$ cat src/rtl/differential_drive_odometry_unit_macros.svh
// Assertion macros for the differential-drive odometry unit.
// Depends on nothing; included by the files that carry assertions.
`ifndef DIFFERENTIAL_DRIVE_ODOMETRY_UNIT_MACROS_SVH
`define DIFFERENTIAL_DRIVE_ODOMETRY_UNIT_MACROS_SVH

// The consequent must hold in the same cycle as the antecedent.
`define DDO_ASSERT_NOW(label, clk, rstn, ante, cons, msg) \
    label: assert property (@(posedge clk) disable iff (!rstn) (ante) |-> (cons)) \
        else $error(msg);

// The consequent must hold in the cycle after the antecedent.
`define DDO_ASSERT_NEXT(label, clk, rstn, ante, cons, msg) \
    label: assert property (@(posedge clk) disable iff (!rstn) (ante) |=> (cons)) \
        else $error(msg);

`endif

$ cat src/rtl/ddo_pkg.sv
// Shared types, widths, constants and the arctangent table of the odometry unit.
// Depends on nothing; used by every module of the block.
`timescale 1ns / 1ps

package ddo_pkg;

    localparam int SPEED_W     = 16;
    localparam int CFG_W       = 16;
    localparam int POS_W       = 32;
    localparam int HEAD_W      = 16;
    localparam int SUM_W       = 18;
    localparam int MUL_A_W     = 42;
    localparam int MUL_B_W     = 17;
    localparam int MUL_P_W     = MUL_A_W + MUL_B_W;
    localparam int DIST_W      = 25;
    localparam int TURN_W      = 34;
    localparam int ANG_W       = 42;
    localparam int CXY_W       = 34;
    localparam int SAT_W       = 34;
    localparam int GSUM_W      = 60;
    localparam int STEP_W      = 64;
    localparam int Z_FRAC      = 16;
    localparam int ADDR_W      = 4;
    localparam int APB_DW      = 32;
    localparam int ANGLE_IDX_W = 5;

    localparam int CORDIC_STEPS_DEF = 16;

    // Register reset values.
    localparam logic [CFG_W-1:0] RADIUS_RST    = 16'd3932;
    localparam logic [CFG_W-1:0] INV_TRACK_RST = 16'd1280;
    localparam logic [CFG_W-1:0] PERIOD_RST    = 16'd655;

    // Register indexes, taken from paddr above the byte offset.
    localparam logic [ADDR_W-3:0] REG_RADIUS    = 2'd0;
    localparam logic [ADDR_W-3:0] REG_INV_TRACK = 2'd1;
    localparam logic [ADDR_W-3:0] REG_PERIOD    = 2'd2;

    // 2^39/pi, radians at 2^-24 to binary angle at 2^-48.
    localparam logic [37:0] BAM_PER_RAD = 38'd174992710548;
    // Inverse CORDIC gain at 2^-30.
    localparam logic [29:0] CORDIC_GAIN = 30'd652032874;

    localparam logic signed [HEAD_W:0] QUARTER_TURN     = 17'sd16384;
    localparam logic signed [HEAD_W:0] NEG_QUARTER_TURN = -17'sd16384;
    localparam logic signed [HEAD_W:0] HALF_TURN        = 17'sd32768;

    typedef struct packed {
        logic [CFG_W-1:0] radius;
        logic [CFG_W-1:0] inv_track;
        logic [CFG_W-1:0] period;
    } cfg_t;

    typedef struct packed {
        logic busy;
        logic done;
    } cordic_stat_t;

    // atan(2^-i) with pi equal to 2^31.
    function automatic logic [31:0] atan_lut(input logic [ANGLE_IDX_W-1:0] idx);
        logic [31:0] v;
        unique case (idx)
            5'd0:    v = 32'd536870912;
            5'd1:    v = 32'd316933406;
            5'd2:    v = 32'd167458907;
            5'd3:    v = 32'd85004756;
            5'd4:    v = 32'd42667331;
            5'd5:    v = 32'd21354465;
            5'd6:    v = 32'd10679838;
            5'd7:    v = 32'd5340245;
            5'd8:    v = 32'd2670163;
            5'd9:    v = 32'd1335087;
            5'd10:   v = 32'd667544;
            5'd11:   v = 32'd333772;
            5'd12:   v = 32'd166886;
            5'd13:   v = 32'd83443;
            5'd14:   v = 32'd41721;
            5'd15:   v = 32'd20860;
            5'd16:   v = 32'd10430;
            5'd17:   v = 32'd5215;
            5'd18:   v = 32'd2607;
            5'd19:   v = 32'd1303;
            5'd20:   v = 32'd651;
            5'd21:   v = 32'd325;
            5'd22:   v = 32'd162;
            5'd23:   v = 32'd81;
            default: v = '0;
        endcase
        return v;
    endfunction

endpackage

$ cat src/rtl/ddo_regs.sv
// APB-style configuration registers: wheel radius, inverse track and tick period.
// Depends on ddo_pkg.
`timescale 1ns / 1ps

module ddo_regs (
    input  logic                        aclk,
    input  logic                        aresetn,
    input  logic                        psel,
    input  logic                        penable,
    input  logic                        pwrite,
    input  logic [ddo_pkg::ADDR_W-1:0]  paddr,
    input  logic [ddo_pkg::APB_DW-1:0]  pwdata,
    output logic [ddo_pkg::APB_DW-1:0]  prdata,
    output logic                        pready,
    output ddo_pkg::cfg_t               cfg
);
    import ddo_pkg::*;

    logic [CFG_W-1:0]  radius_reg;
    logic [CFG_W-1:0]  inv_track_reg;
    logic [CFG_W-1:0]  period_reg;
    logic [ADDR_W-3:0] idx;
    logic              wr_en;

    assign idx    = paddr[ADDR_W-1:2];
    assign wr_en  = psel & penable & pwrite;
    assign pready = 1'b1;

    always_ff @(posedge aclk) begin
        if (!aresetn) begin
            radius_reg    <= RADIUS_RST;
            inv_track_reg <= INV_TRACK_RST;
            period_reg    <= PERIOD_RST;
        end else if (wr_en) begin
            unique case (idx)
                REG_RADIUS:    radius_reg    <= pwdata[CFG_W-1:0];
                REG_INV_TRACK: inv_track_reg <= pwdata[CFG_W-1:0];
                REG_PERIOD:    period_reg    <= pwdata[CFG_W-1:0];
                default: ;
            endcase
        end
    end

    always_comb begin
        unique case (idx)
            REG_RADIUS:    prdata = APB_DW'(radius_reg);
            REG_INV_TRACK: prdata = APB_DW'(inv_track_reg);
            REG_PERIOD:    prdata = APB_DW'(period_reg);
            default:       prdata = '0;
        endcase
    end

    assign cfg.radius    = radius_reg;
    assign cfg.inv_track = inv_track_reg;
    assign cfg.period    = period_reg;

endmodule

$ cat src/rtl/ddo_mul.sv
// Shared signed multiplier with a registered product, one product per cycle.
// Depends on ddo_pkg.
`timescale 1ns / 1ps

module ddo_mul (
    input  logic                                aclk,
    input  logic signed [ddo_pkg::MUL_A_W-1:0]  op_a,
    input  logic signed [ddo_pkg::MUL_B_W-1:0]  op_b,
    output logic signed [ddo_pkg::MUL_P_W-1:0]  prod
);
    import ddo_pkg::*;

    logic signed [MUL_P_W-1:0] prod_reg;

    always_ff @(posedge aclk) begin
        prod_reg <= op_a * op_b;
    end

    assign prod = prod_reg;

endmodule

$ cat src/rtl/ddo_cordic.sv
// Iterative CORDIC rotator: folds the heading into the right half-plane, then
// performs one micro-rotation per cycle. Depends on ddo_pkg.
`timescale 1ns / 1ps

module ddo_cordic #(
    parameter int CORDIC_STEPS = ddo_pkg::CORDIC_STEPS_DEF
) (
    input  logic                               aclk,
    input  logic                               aresetn,
    input  logic                               start,
    input  logic signed [ddo_pkg::CXY_W-1:0]   x_init,
    input  logic signed [ddo_pkg::HEAD_W-1:0]  head,
    output logic signed [ddo_pkg::CXY_W-1:0]   x_out,
    output logic signed [ddo_pkg::CXY_W-1:0]   y_out,
    output ddo_pkg::cordic_stat_t              stat
);
    import ddo_pkg::*;

    localparam int CNT_W = $clog2(CORDIC_STEPS);
    localparam logic [CNT_W-1:0] LAST_STEP = CNT_W'(CORDIC_STEPS - 1);

    logic signed [CXY_W-1:0] x_reg, y_reg, z_reg;
    logic signed [CXY_W-1:0] x_next, y_next, z_next;
    logic signed [CXY_W-1:0] x_first, z_first;
    logic signed [CXY_W-1:0] xs, ys, atan_v;
    logic signed [HEAD_W:0]  h_ext, h_fold;
    logic                    flip;
    logic [CNT_W-1:0]        cnt_reg;
    logic                    busy_reg;
    logic                    done_reg;

    // Headings beyond a quarter turn are rotated by half a turn and the start
    // vector negated, which keeps the angle inside the CORDIC convergence range.
    always_comb begin
        h_ext  = {head[HEAD_W-1], head};
        h_fold = h_ext;
        flip   = 1'b0;
        if (h_ext > QUARTER_TURN) begin
            h_fold = h_ext - HALF_TURN;
            flip   = 1'b1;
        end else if (h_ext < NEG_QUARTER_TURN) begin
            h_fold = h_ext + HALF_TURN;
            flip   = 1'b1;
        end
        x_first = flip ? -x_init : x_init;
        z_first = {{(CXY_W-HEAD_W-1-Z_FRAC){h_fold[HEAD_W]}}, h_fold, {Z_FRAC{1'b0}}};
    end

    always_comb begin
        xs     = x_reg >>> cnt_reg;
        ys     = y_reg >>> cnt_reg;
        atan_v = signed'(CXY_W'(atan_lut(ANGLE_IDX_W'(cnt_reg))));
        if (!z_reg[CXY_W-1]) begin
            x_next = x_reg - ys;
            y_next = y_reg + xs;
            z_next = z_reg - atan_v;
        end else begin
            x_next = x_reg + ys;
            y_next = y_reg - xs;
            z_next = z_reg + atan_v;
        end
    end

    always_ff @(posedge aclk) begin
        if (!aresetn) begin
            busy_reg <= 1'b0;
            done_reg <= 1'b0;
            cnt_reg  <= '0;
        end else begin
            done_reg <= 1'b0;
            if (start) begin
                x_reg    <= x_first;
                y_reg    <= '0;
                z_reg    <= z_first;
                cnt_reg  <= '0;
                busy_reg <= 1'b1;
            end else if (busy_reg) begin
                x_reg   <= x_next;
                y_reg   <= y_next;
                z_reg   <= z_next;
                cnt_reg <= cnt_reg + 1'b1;
                if (cnt_reg == LAST_STEP) begin
                    busy_reg <= 1'b0;
                    done_reg <= 1'b1;
                end
            end
        end
    end

    assign x_out     = x_reg;
    assign y_out     = y_reg;
    assign stat.busy = busy_reg;
    assign stat.done = done_reg;

endmodule

$ cat src/rtl/differential_drive_odometry_unit.sv
// Top level of the differential-drive odometry unit: sequencer, accumulators
// and handshakes. Depends on ddo_pkg, ddo_regs, ddo_mul, ddo_cordic and the macros.
`timescale 1ns / 1ps
//
//  Channel   Direction  Handshake          Payload
//  --------  ---------  -----------------  ---------------------------------------------
//  s_*       in         s_valid / s_ready  four signed Q8.8 wheel speeds
//  m_*       out        m_valid / m_ready  pos_x, pos_y, heading, path_length, saturated
//  APB       in/out     psel / penable     wheel_radius, inverse_track, tick_period
//
//  A request is accepted only in the idle state, and the next request can be taken
//  only once the result of the last one has been written to the result registers.
//  The spacing of requests is set by the thirteen-step schedule of the one shared
//  multiplier and by the CORDIC loop, which performs one micro-rotation per cycle.
//  Reset is synchronous and active low; it clears the sequencer, the heading, x, y and
//  path accumulators and the CORDIC control, and restores the register defaults.
//  A result held back by m_ready stalls the unit in its final step until taken.

`include "differential_drive_odometry_unit_macros.svh"

module differential_drive_odometry_unit #(
    parameter int CORDIC_STEPS = ddo_pkg::CORDIC_STEPS_DEF
) (
    input  logic                                aclk,
    input  logic                                aresetn,
    // Configuration port
    input  logic                                psel,
    input  logic                                penable,
    input  logic                                pwrite,
    input  logic [ddo_pkg::ADDR_W-1:0]          paddr,
    input  logic [ddo_pkg::APB_DW-1:0]          pwdata,
    output logic [ddo_pkg::APB_DW-1:0]          prdata,
    output logic                                pready,
    // Wheel speed requests
    input  logic                                s_valid,
    output logic                                s_ready,
    input  logic signed [ddo_pkg::SPEED_W-1:0]  s_front_right_speed,
    input  logic signed [ddo_pkg::SPEED_W-1:0]  s_rear_right_speed,
    input  logic signed [ddo_pkg::SPEED_W-1:0]  s_front_left_speed,
    input  logic signed [ddo_pkg::SPEED_W-1:0]  s_rear_left_speed,
    // Pose results
    output logic                                m_valid,
    input  logic                                m_ready,
    output logic signed [ddo_pkg::POS_W-1:0]    m_pos_x,
    output logic signed [ddo_pkg::POS_W-1:0]    m_pos_y,
    output logic signed [ddo_pkg::HEAD_W-1:0]   m_heading,
    output logic signed [ddo_pkg::POS_W-1:0]    m_path_length,
    output logic                                m_saturated
);
    import ddo_pkg::*;

    // Rounding offsets for the right shifts of the schedule: distance by 26,
    // turn rate by 16, heading angle by 9, start vector by 22 and result by 8.
    localparam logic signed [MUL_P_W-1:0] RND_DIST = MUL_P_W'(1) << 25;
    localparam logic signed [MUL_P_W-1:0] RND_TURN = MUL_P_W'(1) << 15;
    localparam logic signed [MUL_P_W-1:0] RND_ANG  = MUL_P_W'(1) << 8;
    localparam logic signed [GSUM_W-1:0]  RND_X0   = GSUM_W'(1) << 21;
    localparam logic signed [CXY_W-1:0]   RND_OUT  = CXY_W'(1) << 7;
    localparam logic [STEP_W-1:0]         RND_STEP = STEP_W'(1) << 47;
    localparam logic signed [SAT_W-1:0]   POS_MAX  = SAT_W'({1'b0, {(POS_W-1){1'b1}}});
    localparam logic signed [SAT_W-1:0]   POS_MIN  = ~POS_MAX;

    typedef enum logic [4:0] {
        ST_IDLE,
        ST_MUL_SR,
        ST_MUL_ST,
        ST_MUL_DR,
        ST_MUL_DI,
        ST_RND_W,
        ST_MUL_WT,
        ST_RND_A,
        ST_MUL_C0,
        ST_MUL_C1,
        ST_MUL_C2,
        ST_MUL_G0,
        ST_MUL_G1,
        ST_RND_X,
        ST_ROTATE,
        ST_WAIT,
        ST_FIN
    } state_t;

    state_t state_reg;

    cfg_t         cfg;
    cordic_stat_t cstat;

    logic signed [MUL_A_W-1:0] mul_a;
    logic signed [MUL_B_W-1:0] mul_b;
    logic signed [MUL_P_W-1:0] mul_prod;

    logic signed [SUM_W-1:0]   sum_in, dif_in;
    logic signed [SUM_W-1:0]   sum_reg, dif_reg;
    logic signed [DIST_W-1:0]  dist_reg;
    logic signed [TURN_W-1:0]  turn_reg;
    logic signed [ANG_W-1:0]   ang_reg;
    logic [STEP_W-1:0]         step_acc_reg;
    logic [STEP_W-1:0]         step_fin;
    logic signed [HEAD_W-1:0]  head_new_reg;
    logic signed [GSUM_W-1:0]  gsum_reg;
    logic signed [GSUM_W-1:0]  x0_sum;
    logic signed [CXY_W-1:0]   x0_reg;

    logic signed [MUL_P_W-1:0] dist_sum, turn_sum, ang_sum;

    logic signed [CXY_W-1:0]   cx, cy;
    logic signed [CXY_W-1:0]   dx_sum, dy_sum;
    logic [POS_W:0]            x_sat, y_sat, p_sat;

    logic signed [HEAD_W-1:0]  heading_acc_reg;
    logic signed [POS_W-1:0]   x_acc_reg, y_acc_reg, path_acc_reg;
    logic                      sat_reg;
    logic                      m_valid_reg;
    logic                      cordic_start;

    // Adds a rounded increment to an accumulator and clips it to the 32-bit
    // signed range; the top bit of the result flags a clip.
    function automatic logic [POS_W:0] sat_add(input logic signed [POS_W-1:0] acc,
                                               input logic signed [SAT_W-1:0] delta);
        logic signed [SAT_W-1:0] s;
        s = SAT_W'(acc) + delta;
        if (s > POS_MAX) begin
            return {1'b1, POS_MAX[POS_W-1:0]};
        end else if (s < POS_MIN) begin
            return {1'b1, POS_MIN[POS_W-1:0]};
        end
        return {1'b0, s[POS_W-1:0]};
    endfunction

    ddo_regs u_regs (
        .aclk    (aclk),
        .aresetn (aresetn),
        .psel    (psel),
        .penable (penable),
        .pwrite  (pwrite),
        .paddr   (paddr),
        .pwdata  (pwdata),
        .prdata  (prdata),
        .pready  (pready),
        .cfg     (cfg)
    );

    ddo_mul u_mul (
        .aclk (aclk),
        .op_a (mul_a),
        .op_b (mul_b),
        .prod (mul_prod)
    );

    ddo_cordic #(
        .CORDIC_STEPS (CORDIC_STEPS)
    ) u_cordic (
        .aclk    (aclk),
        .aresetn (aresetn),
        .start   (cordic_start),
        .x_init  (x0_reg),
        .head    (head_new_reg),
        .x_out   (cx),
        .y_out   (cy),
        .stat    (cstat)
    );

    // Wheel sums of the request: right pair plus left pair, and their difference.
    assign sum_in = SUM_W'(s_front_right_speed) + SUM_W'(s_rear_right_speed)
                  + SUM_W'(s_front_left_speed) + SUM_W'(s_rear_left_speed);
    assign dif_in = SUM_W'(s_front_right_speed) + SUM_W'(s_rear_right_speed)
                  - SUM_W'(s_front_left_speed) - SUM_W'(s_rear_left_speed);

    // Operand selection for the shared multiplier. The product of the operands
    // chosen in one state is available in the following state.
    always_comb begin
        mul_a = '0;
        mul_b = '0;
        unique case (state_reg)
            ST_MUL_SR: begin
                mul_a = MUL_A_W'(sum_reg);
                mul_b = MUL_B_W'(cfg.radius);
            end
            ST_MUL_ST: begin
                mul_a = MUL_A_W'(mul_prod);
                mul_b = MUL_B_W'(cfg.period);
            end
            ST_MUL_DR: begin
                mul_a = MUL_A_W'(dif_reg);
                mul_b = MUL_B_W'(cfg.radius);
            end
            ST_MUL_DI: begin
                mul_a = MUL_A_W'(mul_prod);
                mul_b = MUL_B_W'(cfg.inv_track);
            end
            ST_MUL_WT: begin
                mul_a = MUL_A_W'(turn_reg);
                mul_b = MUL_B_W'(cfg.period);
            end
            ST_MUL_C0: begin
                mul_a = ang_reg;
                mul_b = MUL_B_W'(BAM_PER_RAD[15:0]);
            end
            ST_MUL_C1: begin
                mul_a = ang_reg;
                mul_b = MUL_B_W'(BAM_PER_RAD[31:16]);
            end
            ST_MUL_C2: begin
                mul_a = ang_reg;
                mul_b = MUL_B_W'(BAM_PER_RAD[37:32]);
            end
            ST_MUL_G0: begin
                mul_a = MUL_A_W'(dist_reg);
                mul_b = MUL_B_W'(CORDIC_GAIN[15:0]);
            end
            ST_MUL_G1: begin
                mul_a = MUL_A_W'(dist_reg);
                mul_b = MUL_B_W'(CORDIC_GAIN[29:16]);
            end
            default: ;
        endcase
    end

    // Rounded right shifts of the registered product.
    assign dist_sum = mul_prod + RND_DIST;
    assign turn_sum = mul_prod + RND_TURN;
    assign ang_sum  = mul_prod + RND_ANG;

    // The heading step only needs the low 64 bits of angle times 2^39/pi, so the
    // three partial products are summed modulo 2^64 and bits 63 to 48 taken.
    assign step_fin = step_acc_reg + (STEP_W'(mul_prod) << 32);

    // Start vector: distance times the inverse gain, assembled from two halves.
    assign x0_sum = gsum_reg + (GSUM_W'(mul_prod) <<< 16);

    // Rounded CORDIC outputs and the saturating updates of the three accumulators.
    assign dx_sum = cx + RND_OUT;
    assign dy_sum = cy + RND_OUT;
    assign x_sat  = sat_add(x_acc_reg, dx_sum >>> 8);
    assign y_sat  = sat_add(y_acc_reg, dy_sum >>> 8);
    assign p_sat  = sat_add(path_acc_reg, SAT_W'(dist_reg));

    assign cordic_start = (state_reg == ST_ROTATE);

    always_ff @(posedge aclk) begin
        if (!aresetn) begin
            state_reg       <= ST_IDLE;
            heading_acc_reg <= '0;
            x_acc_reg       <= '0;
            y_acc_reg       <= '0;
            path_acc_reg    <= '0;
            sat_reg         <= 1'b0;
            m_valid_reg     <= 1'b0;
        end else begin
            if (m_valid_reg && m_ready) begin
                m_valid_reg <= 1'b0;
            end
            unique case (state_reg)
                ST_IDLE: begin
                    if (s_valid) begin
                        sum_reg   <= sum_in;
                        dif_reg   <= dif_in;
                        state_reg <= ST_MUL_SR;
                    end
                end
                ST_MUL_SR: state_reg <= ST_MUL_ST;
                ST_MUL_ST: state_reg <= ST_MUL_DR;
                ST_MUL_DR: begin
                    dist_reg  <= DIST_W'(dist_sum >>> 26);
                    state_reg <= ST_MUL_DI;
                end
                ST_MUL_DI: state_reg <= ST_RND_W;
                ST_RND_W: begin
                    turn_reg  <= TURN_W'(turn_sum >>> 16);
                    state_reg <= ST_MUL_WT;
                end
                ST_MUL_WT: state_reg <= ST_RND_A;
                ST_RND_A: begin
                    ang_reg   <= ANG_W'(ang_sum >>> 9);
                    state_reg <= ST_MUL_C0;
                end
                ST_MUL_C0: state_reg <= ST_MUL_C1;
                ST_MUL_C1: begin
                    step_acc_reg <= RND_STEP + STEP_W'(mul_prod);
                    state_reg    <= ST_MUL_C2;
                end
                ST_MUL_C2: begin
                    step_acc_reg <= step_acc_reg + (STEP_W'(mul_prod) << 16);
                    state_reg    <= ST_MUL_G0;
                end
                ST_MUL_G0: begin
                    head_new_reg <= heading_acc_reg + step_fin[STEP_W-1:STEP_W-HEAD_W];
                    state_reg    <= ST_MUL_G1;
                end
                ST_MUL_G1: begin
                    gsum_reg  <= GSUM_W'(mul_prod) + RND_X0;
                    state_reg <= ST_RND_X;
                end
                ST_RND_X: begin
                    x0_reg    <= CXY_W'(x0_sum >>> 22);
                    state_reg <= ST_ROTATE;
                end
                ST_ROTATE: state_reg <= ST_WAIT;
                ST_WAIT: begin
                    if (cstat.done) begin
                        state_reg <= ST_FIN;
                    end
                end
                ST_FIN: begin
                    // The accumulators are also the result registers, so they move
                    // only once the previous result has gone.
                    if (!m_valid_reg || m_ready) begin
                        heading_acc_reg <= head_new_reg;
                        x_acc_reg       <= x_sat[POS_W-1:0];
                        y_acc_reg       <= y_sat[POS_W-1:0];
                        path_acc_reg    <= p_sat[POS_W-1:0];
                        sat_reg         <= x_sat[POS_W] | y_sat[POS_W] | p_sat[POS_W];
                        m_valid_reg     <= 1'b1;
                        state_reg       <= ST_IDLE;
                    end
                end
                default: state_reg <= ST_IDLE;
            endcase
        end
    end

    assign s_ready       = (state_reg == ST_IDLE);
    assign m_valid       = m_valid_reg;
    assign m_pos_x       = x_acc_reg;
    assign m_pos_y       = y_acc_reg;
    assign m_heading     = heading_acc_reg;
    assign m_path_length = path_acc_reg;
    assign m_saturated   = sat_reg;

    // The rotator only runs while the unit is busy with a request.
    `DDO_ASSERT_NOW(a_cordic_busy_blocks, aclk, aresetn, cstat.busy, !s_ready, "request taken while CORDIC busy")
    // An accepted request makes the unit busy at once.
    `DDO_ASSERT_NEXT(a_accept_busy, aclk, aresetn, s_valid && s_ready, !s_ready, "unit still ready after accepting a request")
    // The rotator finishes only while the sequencer waits for it.
    `DDO_ASSERT_NOW(a_done_in_wait, aclk, aresetn, cstat.done, state_reg == ST_WAIT, "CORDIC finished outside the wait step")
    // A new result is raised only from the final step of the schedule.
    `DDO_ASSERT_NOW(a_result_from_fin, aclk, aresetn, $rose(m_valid), $past(state_reg) == ST_FIN, "result raised outside the final step")

endmodule

$ cat config.mk
export PLATFORM = sky130hd
export DESIGN_NAME = differential_drive_odometry_unit
export DESIGN_NICKNAME = d
export VERILOG_FILES = /design/src/rtl/ddo_pkg.sv /design/src/rtl/ddo_regs.sv /design/src/rtl/ddo_mul.sv /design/src/rtl/ddo_cordic.sv /design/src/rtl/differential_drive_odometry_unit.sv
export VERILOG_INCLUDE_DIRS = /design/src /design/src/rtl
export SDC_FILE = /design/constraint.sdc
export NUM_CORES = 2
export LEC_CHECK = 0
export BUFFER_PORTS_ARGS = -buffer_cell sky130_fd_sc_hd__buf_2
export CAP_MARGIN = 20
export CORE_MARGIN = 4
export CORE_UTILIZATION = 50
export CTS_BUF_LIST = sky130_fd_sc_hd__clkbuf_8
export DETAILED_ROUTE_END_ITERATION = 6
export GPL_ROUTABILITY_DRIVEN = 0
export MAX_ROUTING_LAYER = met4
export PLACE_DENSITY = 0.73
export SLEW_MARGIN = 15
export SYNTH_ARGS = -nofsm -noshare
export SYNTH_HDL_FRONTEND = slang
export SYNTH_SLANG_ARGS = --single-unit
$ cat constraint.sdc
create_clock -name aclk -period 9.4 [get_ports aclk]
set_input_delay 1.88 -clock aclk [delete_from_list [all_inputs] [get_ports aclk]]
set_output_delay 1.88 -clock aclk [all_outputs]
set_load 0.01 [all_outputs]
; ---- Word level (Yosys, flattened, before mapping)
; Memories as Yosys holds them, arrays and structs flattened. A register that Yosys moved wholly into a read port is not among the register bits.
; Cells that the tools add are included.
[word_totals]
reg_bits = 641
latch_bits = 0
mem_bits_rw = 0
romBits = 480
input_bits = 107
output_inout_bits = 148
mem_count = 1
[op_classes]
addsub = 29
multipliers = 1
n_div = 0
n_lt_le_gt_ge = 8
n_eq_ne = 22
shift = 2
n_mux = 45
n_bitwise = 6
n_reduce_logical = 28
[mem_list]
columns = memory, words, word_bits, read_ports, rd_clocked_by_memory_dff, write_ports, line
row1 = (no name shown), 16, 30, 1, 1, 0, ddo_pkg.sv:62  ; unique case (idx)
[op_table]
columns = cell, n
row1 = $mux W34, 9
row2 = $mux W33, 9
row3 = $pmux W42 S6, 1
row4 = $add A64 B64 Y64, 2
row5 = $pmux W16 S8, 1
row6 = $pmux W64 S2, 1
row7 = $gt A33 B32 Y1 const B, 3
row8 = $lt A33 B32 Y1 const B, 3
row9 = $pmux W5 S17, 1
row10 = $add A34 B34 Y34, 2
row11 = $add A34 B9 Y34 const B, 2
row12 = $sshr A34 B4 Y34, 2
row13 = $sub A34 B34 Y34, 2
row14 = $add A32 B26 Y33, 2
row15 = $add A49 B59 Y60 const A, 1
row16 = $mul A42 B17 Y59, 1
row17 = $add A56 B23 Y56 const B, 1
row18 = $add A56 B56 Y56, 1
row19 = $add A51 B10 Y51 const B, 1
row20 = $add A51 B27 Y51 const B, 1
row21 = $add A50 B17 Y50 const B, 1
row22 = $pmux W16 S3, 1
row23 = $eq A5 B4 Y1 const B, 8
row24 = $add A34 B33 Y34, 1
row25 = other kinds (40), 84

; ---- Depth between registers and ports, before layout
[depth]
ltp_word = 8
ltp_mapped = 35

; ---- By module
; From an unflattened synthesis, not the netlist that was laid out.
[unflattened]
cells_unflattened = 8664
area_unflattened_um2 = 76628.5
[modules_own_cells]
columns = module, instances, cells_per_inst, area_per_inst_um2
row1 = differential_drive_odometry_unit, 1, 3541, 31993.2
row2 = ddo_mul, 1, 2846, 25485.7
row3 = ddo_cordic, 1, 2008, 16776.1
row4 = ddo_regs, 1, 269, 2373.5

; ---- Worst setup path before layout
; Ideal clock, no wire load.
[synth_timing]
path_kind = register to register
start = register state_reg[0]
end = register u_mul.prod_reg[58] (netlist: u_mul.prod[58])
setup_ps = 126
t_arrival_ps = 8330
t_required_ps = 9274
path_slack_ps = 943
stages_incl_launch_ff = 34
n_path_buf = 5
synth_period_minus_slack_ps = 8457
cell_sequence = dfxtp_1 > inv_1 > nand2_1 > nor3_1 > and2_1 > clkbuf_1 > clkbuf_1 > clkbuf_1 > nand2_1 > nand3_1 > clkbuf_1 > nand2_1 > fa_1 > inv_1 > fa_1 > fa_1 > fa_1 > fa_1 > inv_1 > fa_1 > inv_1 > ha_1 > clkbuf_1 > nand2_1 > nor4_1 > a21boi_0 > a21oi_1 > a211oi_1 > o21ai_0 > nor4_1 > o311ai_0 > nand2_1 > a311oi_1 > xnor2_1
[synth_between]
elab_chain_cells = 4
[synth_rtl]
columns = element, line
row1 = from (decl), differential_drive_odometry_unit.sv:83  ; state_t state_reg;
row2 = from (signal assigned), differential_drive_odometry_unit.sv:242  ; state_reg <= ST_IDLE;
row3 = from (signal assigned), differential_drive_odometry_unit.sv:258  ; state_reg <= ST_MUL_SR;
row4 = from (signal assigned), differential_drive_odometry_unit.sv:261  ; ST_MUL_SR: state_reg <= ST_MUL_ST;
row5 = $eq A5 B4 Y1 (tied with other cells), differential_drive_odometry_unit.sv:174  ; unique case (state_reg)
row6 = $reduce_or A3 Y1 (no source line) or $reduce_or A2 Y1 (tied branches), --
row7 = $pmux W42 S6 or $pmux W16 S8 (tied branches), differential_drive_odometry_unit.sv:174
row8 = $mul A42 B17 Y59 (*), ddo_mul.sv:16  ; prod_reg <= op_a * op_b;
row9 = to (signal assigned), ddo_mul.sv:16
row10 = to (decl), ddo_mul.sv:13  ; logic signed [MUL_P_W-1:0] prod_reg;
; Every way passes the cells marked *; elsewhere a longest branch is shown, timed or not.
; A chain may end at the register's enable or synchronous reset.

; ---- Final worst setup path
[layout_timing]
start = register state_reg[0]
end = register u_mul.prod_reg[57] (netlist: u_mul.prod[57])
; Same word-level chain as after synthesis.

==> flow_summary.yaml <==
power_and_ir_drop:
  swShare_pct: 44.4
  combPwrFrac_pct: 54.8
  p_seq_share_pct: 25.0
  power_density_nw_per_um2: 181
  p_leak_uw: 0.0360
  vdd_drop_max_mv: 0.142
  switchingPower_uw: 6430
  p_int_uw: 8050
  clkPwrFrac_pct: 20.1
yosys:
  synth_cell_types: 108
  synthArstFlopShare_pct: 0
  ys_ff_latch: 639
  seq_area_frac_synth_pct: 22.5
  syn_area_per_cell_sq_um: 8.70
  synth_edf_count: 377
  yosys_warnings: 0
  syn_inst: 8444
  syn_area_sq_um: 73500
  synth_ff_type: "edfxtp_1"
place:
  port_buffers: 219
  dp_cells: 10400
  dp_hpwl_mm: 174
  place_ws_ps: 201
final_layout:
  n_fill_cell: 12900
  most-common-layout-cells: "nand2_1 (1098), inv_1 (979), nor2_1 (753), fa_1 (673), a21oi_1 (555)"
  multi_input_area_sq_um: 52000
  mostFrequentLayoutCell: "nand2_1"
  drive_gt1_share_pct: 9.44
  fin_nets: 9941
  regArea_sq_um: 16600
  syn_to_final_growth_pct: 9.14
  largest_register_ffs: 59
  final_cells: 10700
grt:
  groute.usage.overall_pct: 29.8
  grt_pass1_wl_mm: 351
  grt_pass1_vias: 63800
  grt_overflow: 0
  antenna_found_initial: 5
  grt_max_degree: 91
drt:
  routed_wl_mm: 224
  wl_per_cell_microns: 21.0
  vias: 63700
  drt-initial-drc-count: 5710
  first_pass_iters: 7
  antenna_left: 0
  vias_per_cell: 5.98
  post-route-drc-count: 2
setup_path:
  cp_common_cell: "fa_1"
  r2r_end: "u_mul.prod[57]"
  crit_required_ps: 10080
  crit_path_top_delay_cell: "fa_1"
  critPathCaptureType: "flip-flop"
  crit_type: "flip-flop to flip-flop"
  ff2ff_path_depth: 30
  cpPeakStageDelay_ps: 570
  critPathLaunchType: "flip-flop"
  r2r_start: "state_reg[0]"
  critPathArrivalTime_ps: 9620
  path_max_fanout: 17
  rrSetupSlack_ps: 460
clocking:
  cts-root-buf: "clkbuf_8"
  cts.clk_slew.worst_paths_ps: 60
  clk_latency_ps: 850
  cts_tree: "built"
  clock_sinks: 639
  clk_path_buf_depth: 3
  numCtsBuffers: 114
  cts_max_level: 3
outcome:
  status: "complete, but fails checks"
  violations: "design-rule violations"
floorplan:
  initial_core_util_pct: 50.3
  io-pin-count: 255
  die_h_microns: 391
  rows: 140
  core_sq_um: 146000
  fp.dieW_microns: 391
  die_area_sq_um: 153000
sta:
  min_period_over_period_pct: 95.1
  relSlewSlack_pct: 20.5
  slew_violations: 0
  fin_ws_ps: 461
  finalHoldViolations: 0
  fmax_mhz: 112
  finalSetupViolations: 0
  clock_skew_ps: 61.8
  tns_ps: 0
  tightest_slew_ps: 1190
  fin_crit_ps: 8940
  rsz0062_at_grt: "no"
min_path:
  whs_endpoint: "u_regs.period_reg[13]"
  hp-start: "u_regs.period_reg[13]"
  hold_class: "flip-flop to flip-flop"
  hold_path_depth: 2
flow_run:
  drv_cap: 0
how the worst max path moves through the flow:
stage	startpoint	endpoint	slack, ps
6_report	state_reg[0]	u_mul.prod[57]	460
5_1_grt	state_reg[0]	u_mul.prod[57]	50
4_1_cts	state_reg[4]	u_mul.prod[58]	160
3_5_place_dp	state_reg[4]	u_mul.prod[58]	200
3_3_place_gp	state_reg[4]	u_mul.prod[58]	270
2_1_floorplan	state_reg[0]	u_mul.prod[58]	940
through the flow:
stage	cell area [sq um]	util [%]	hold slack (ps)	power, uW
after floorplan	73500	-	432	8980
after global placement	77500	53.1	456	11200
after detailed placement	77600	53.2	467	11400
after CTS	80100	54.9	475	14400
after global routing	80200	54.9	494	15500
final	80200	54.9	474	14500
power by group through the flow:
stage	Combinational, uW	Sequential (uW)	Clock [uW]
after CTS	7800	3610	2960
after detailed placement	7740	3670	0
after global routing	8770	3630	3090
after floorplan	5420	3560	0
after global placement	7560	3660	0
final	7940	3630	2910
area by class of cell:
type	count	area share, %
antenna	5	0.0156
inverter	961	4.50
clock inverter	92	0.988
tap	1917	2.99
clock buffer	125	2.15
multi-input combinational	6457	64.8
timing repair buffer	457	3.85
sequential	639	20.7
per-layer routing:
metal	vias to the layer above	track usage [%]	share of wire, %
li1	29000	-	-
met1	30700	35.9	38
met2	3129	47.0	46
met3	851	5.39	9.0
met4	0	17.2	6.9
met5	-	-	0
cells by family after synthesis:
family | after synthesis | share of synthesized area (%)
compound gates | 1758 | 15.2
xor+xnor | 690 | 8.24
flops | 639 | 22.5
other cells | 2 | 0.0102
fa+ha+maj | 1235 | 27.8
simple gates | 2587 | 15.5
buf+inv | 1363 | 7.21
mux | 170 | 3.51
worst max-delay path: cells and delay by family, from the launching register on:
family / cells / cell delay, ps
flip-flops: 1 / 510
adder cells (fa/ha/maj): 7 / 3380
XOR/XNOR: 1 / 160
buffers and inverters: 7 / 1050
AO/OA/AOI/OAI: 9 / 2630
AND/OR/NAND/NOR: 6 / 1100
Yosys cell counts, types with 187 or more instances:
cell,count,area [sq um]
edfxtp_1,377,11300
a21oi_1,555,2780
clkbuf_1,300,1130
xnor2_1,414,3630
nand2_1,1098,4120
dfxtp_1,262,5250
inv_1,958,3600
xor2_1,275,2410
a21o_1,187,1400
o21ai_0,379,1900
nor2_1,755,2830
ha_1,531,6640
fa_1,673,13500
what timing repair did:
action                     CTS  global route
setup endpoints to repair    0             8
gates resized for setup      0             9
setup buffers                0             2
hold buffers                 0             0
Power figures use the tool's default switching activity.
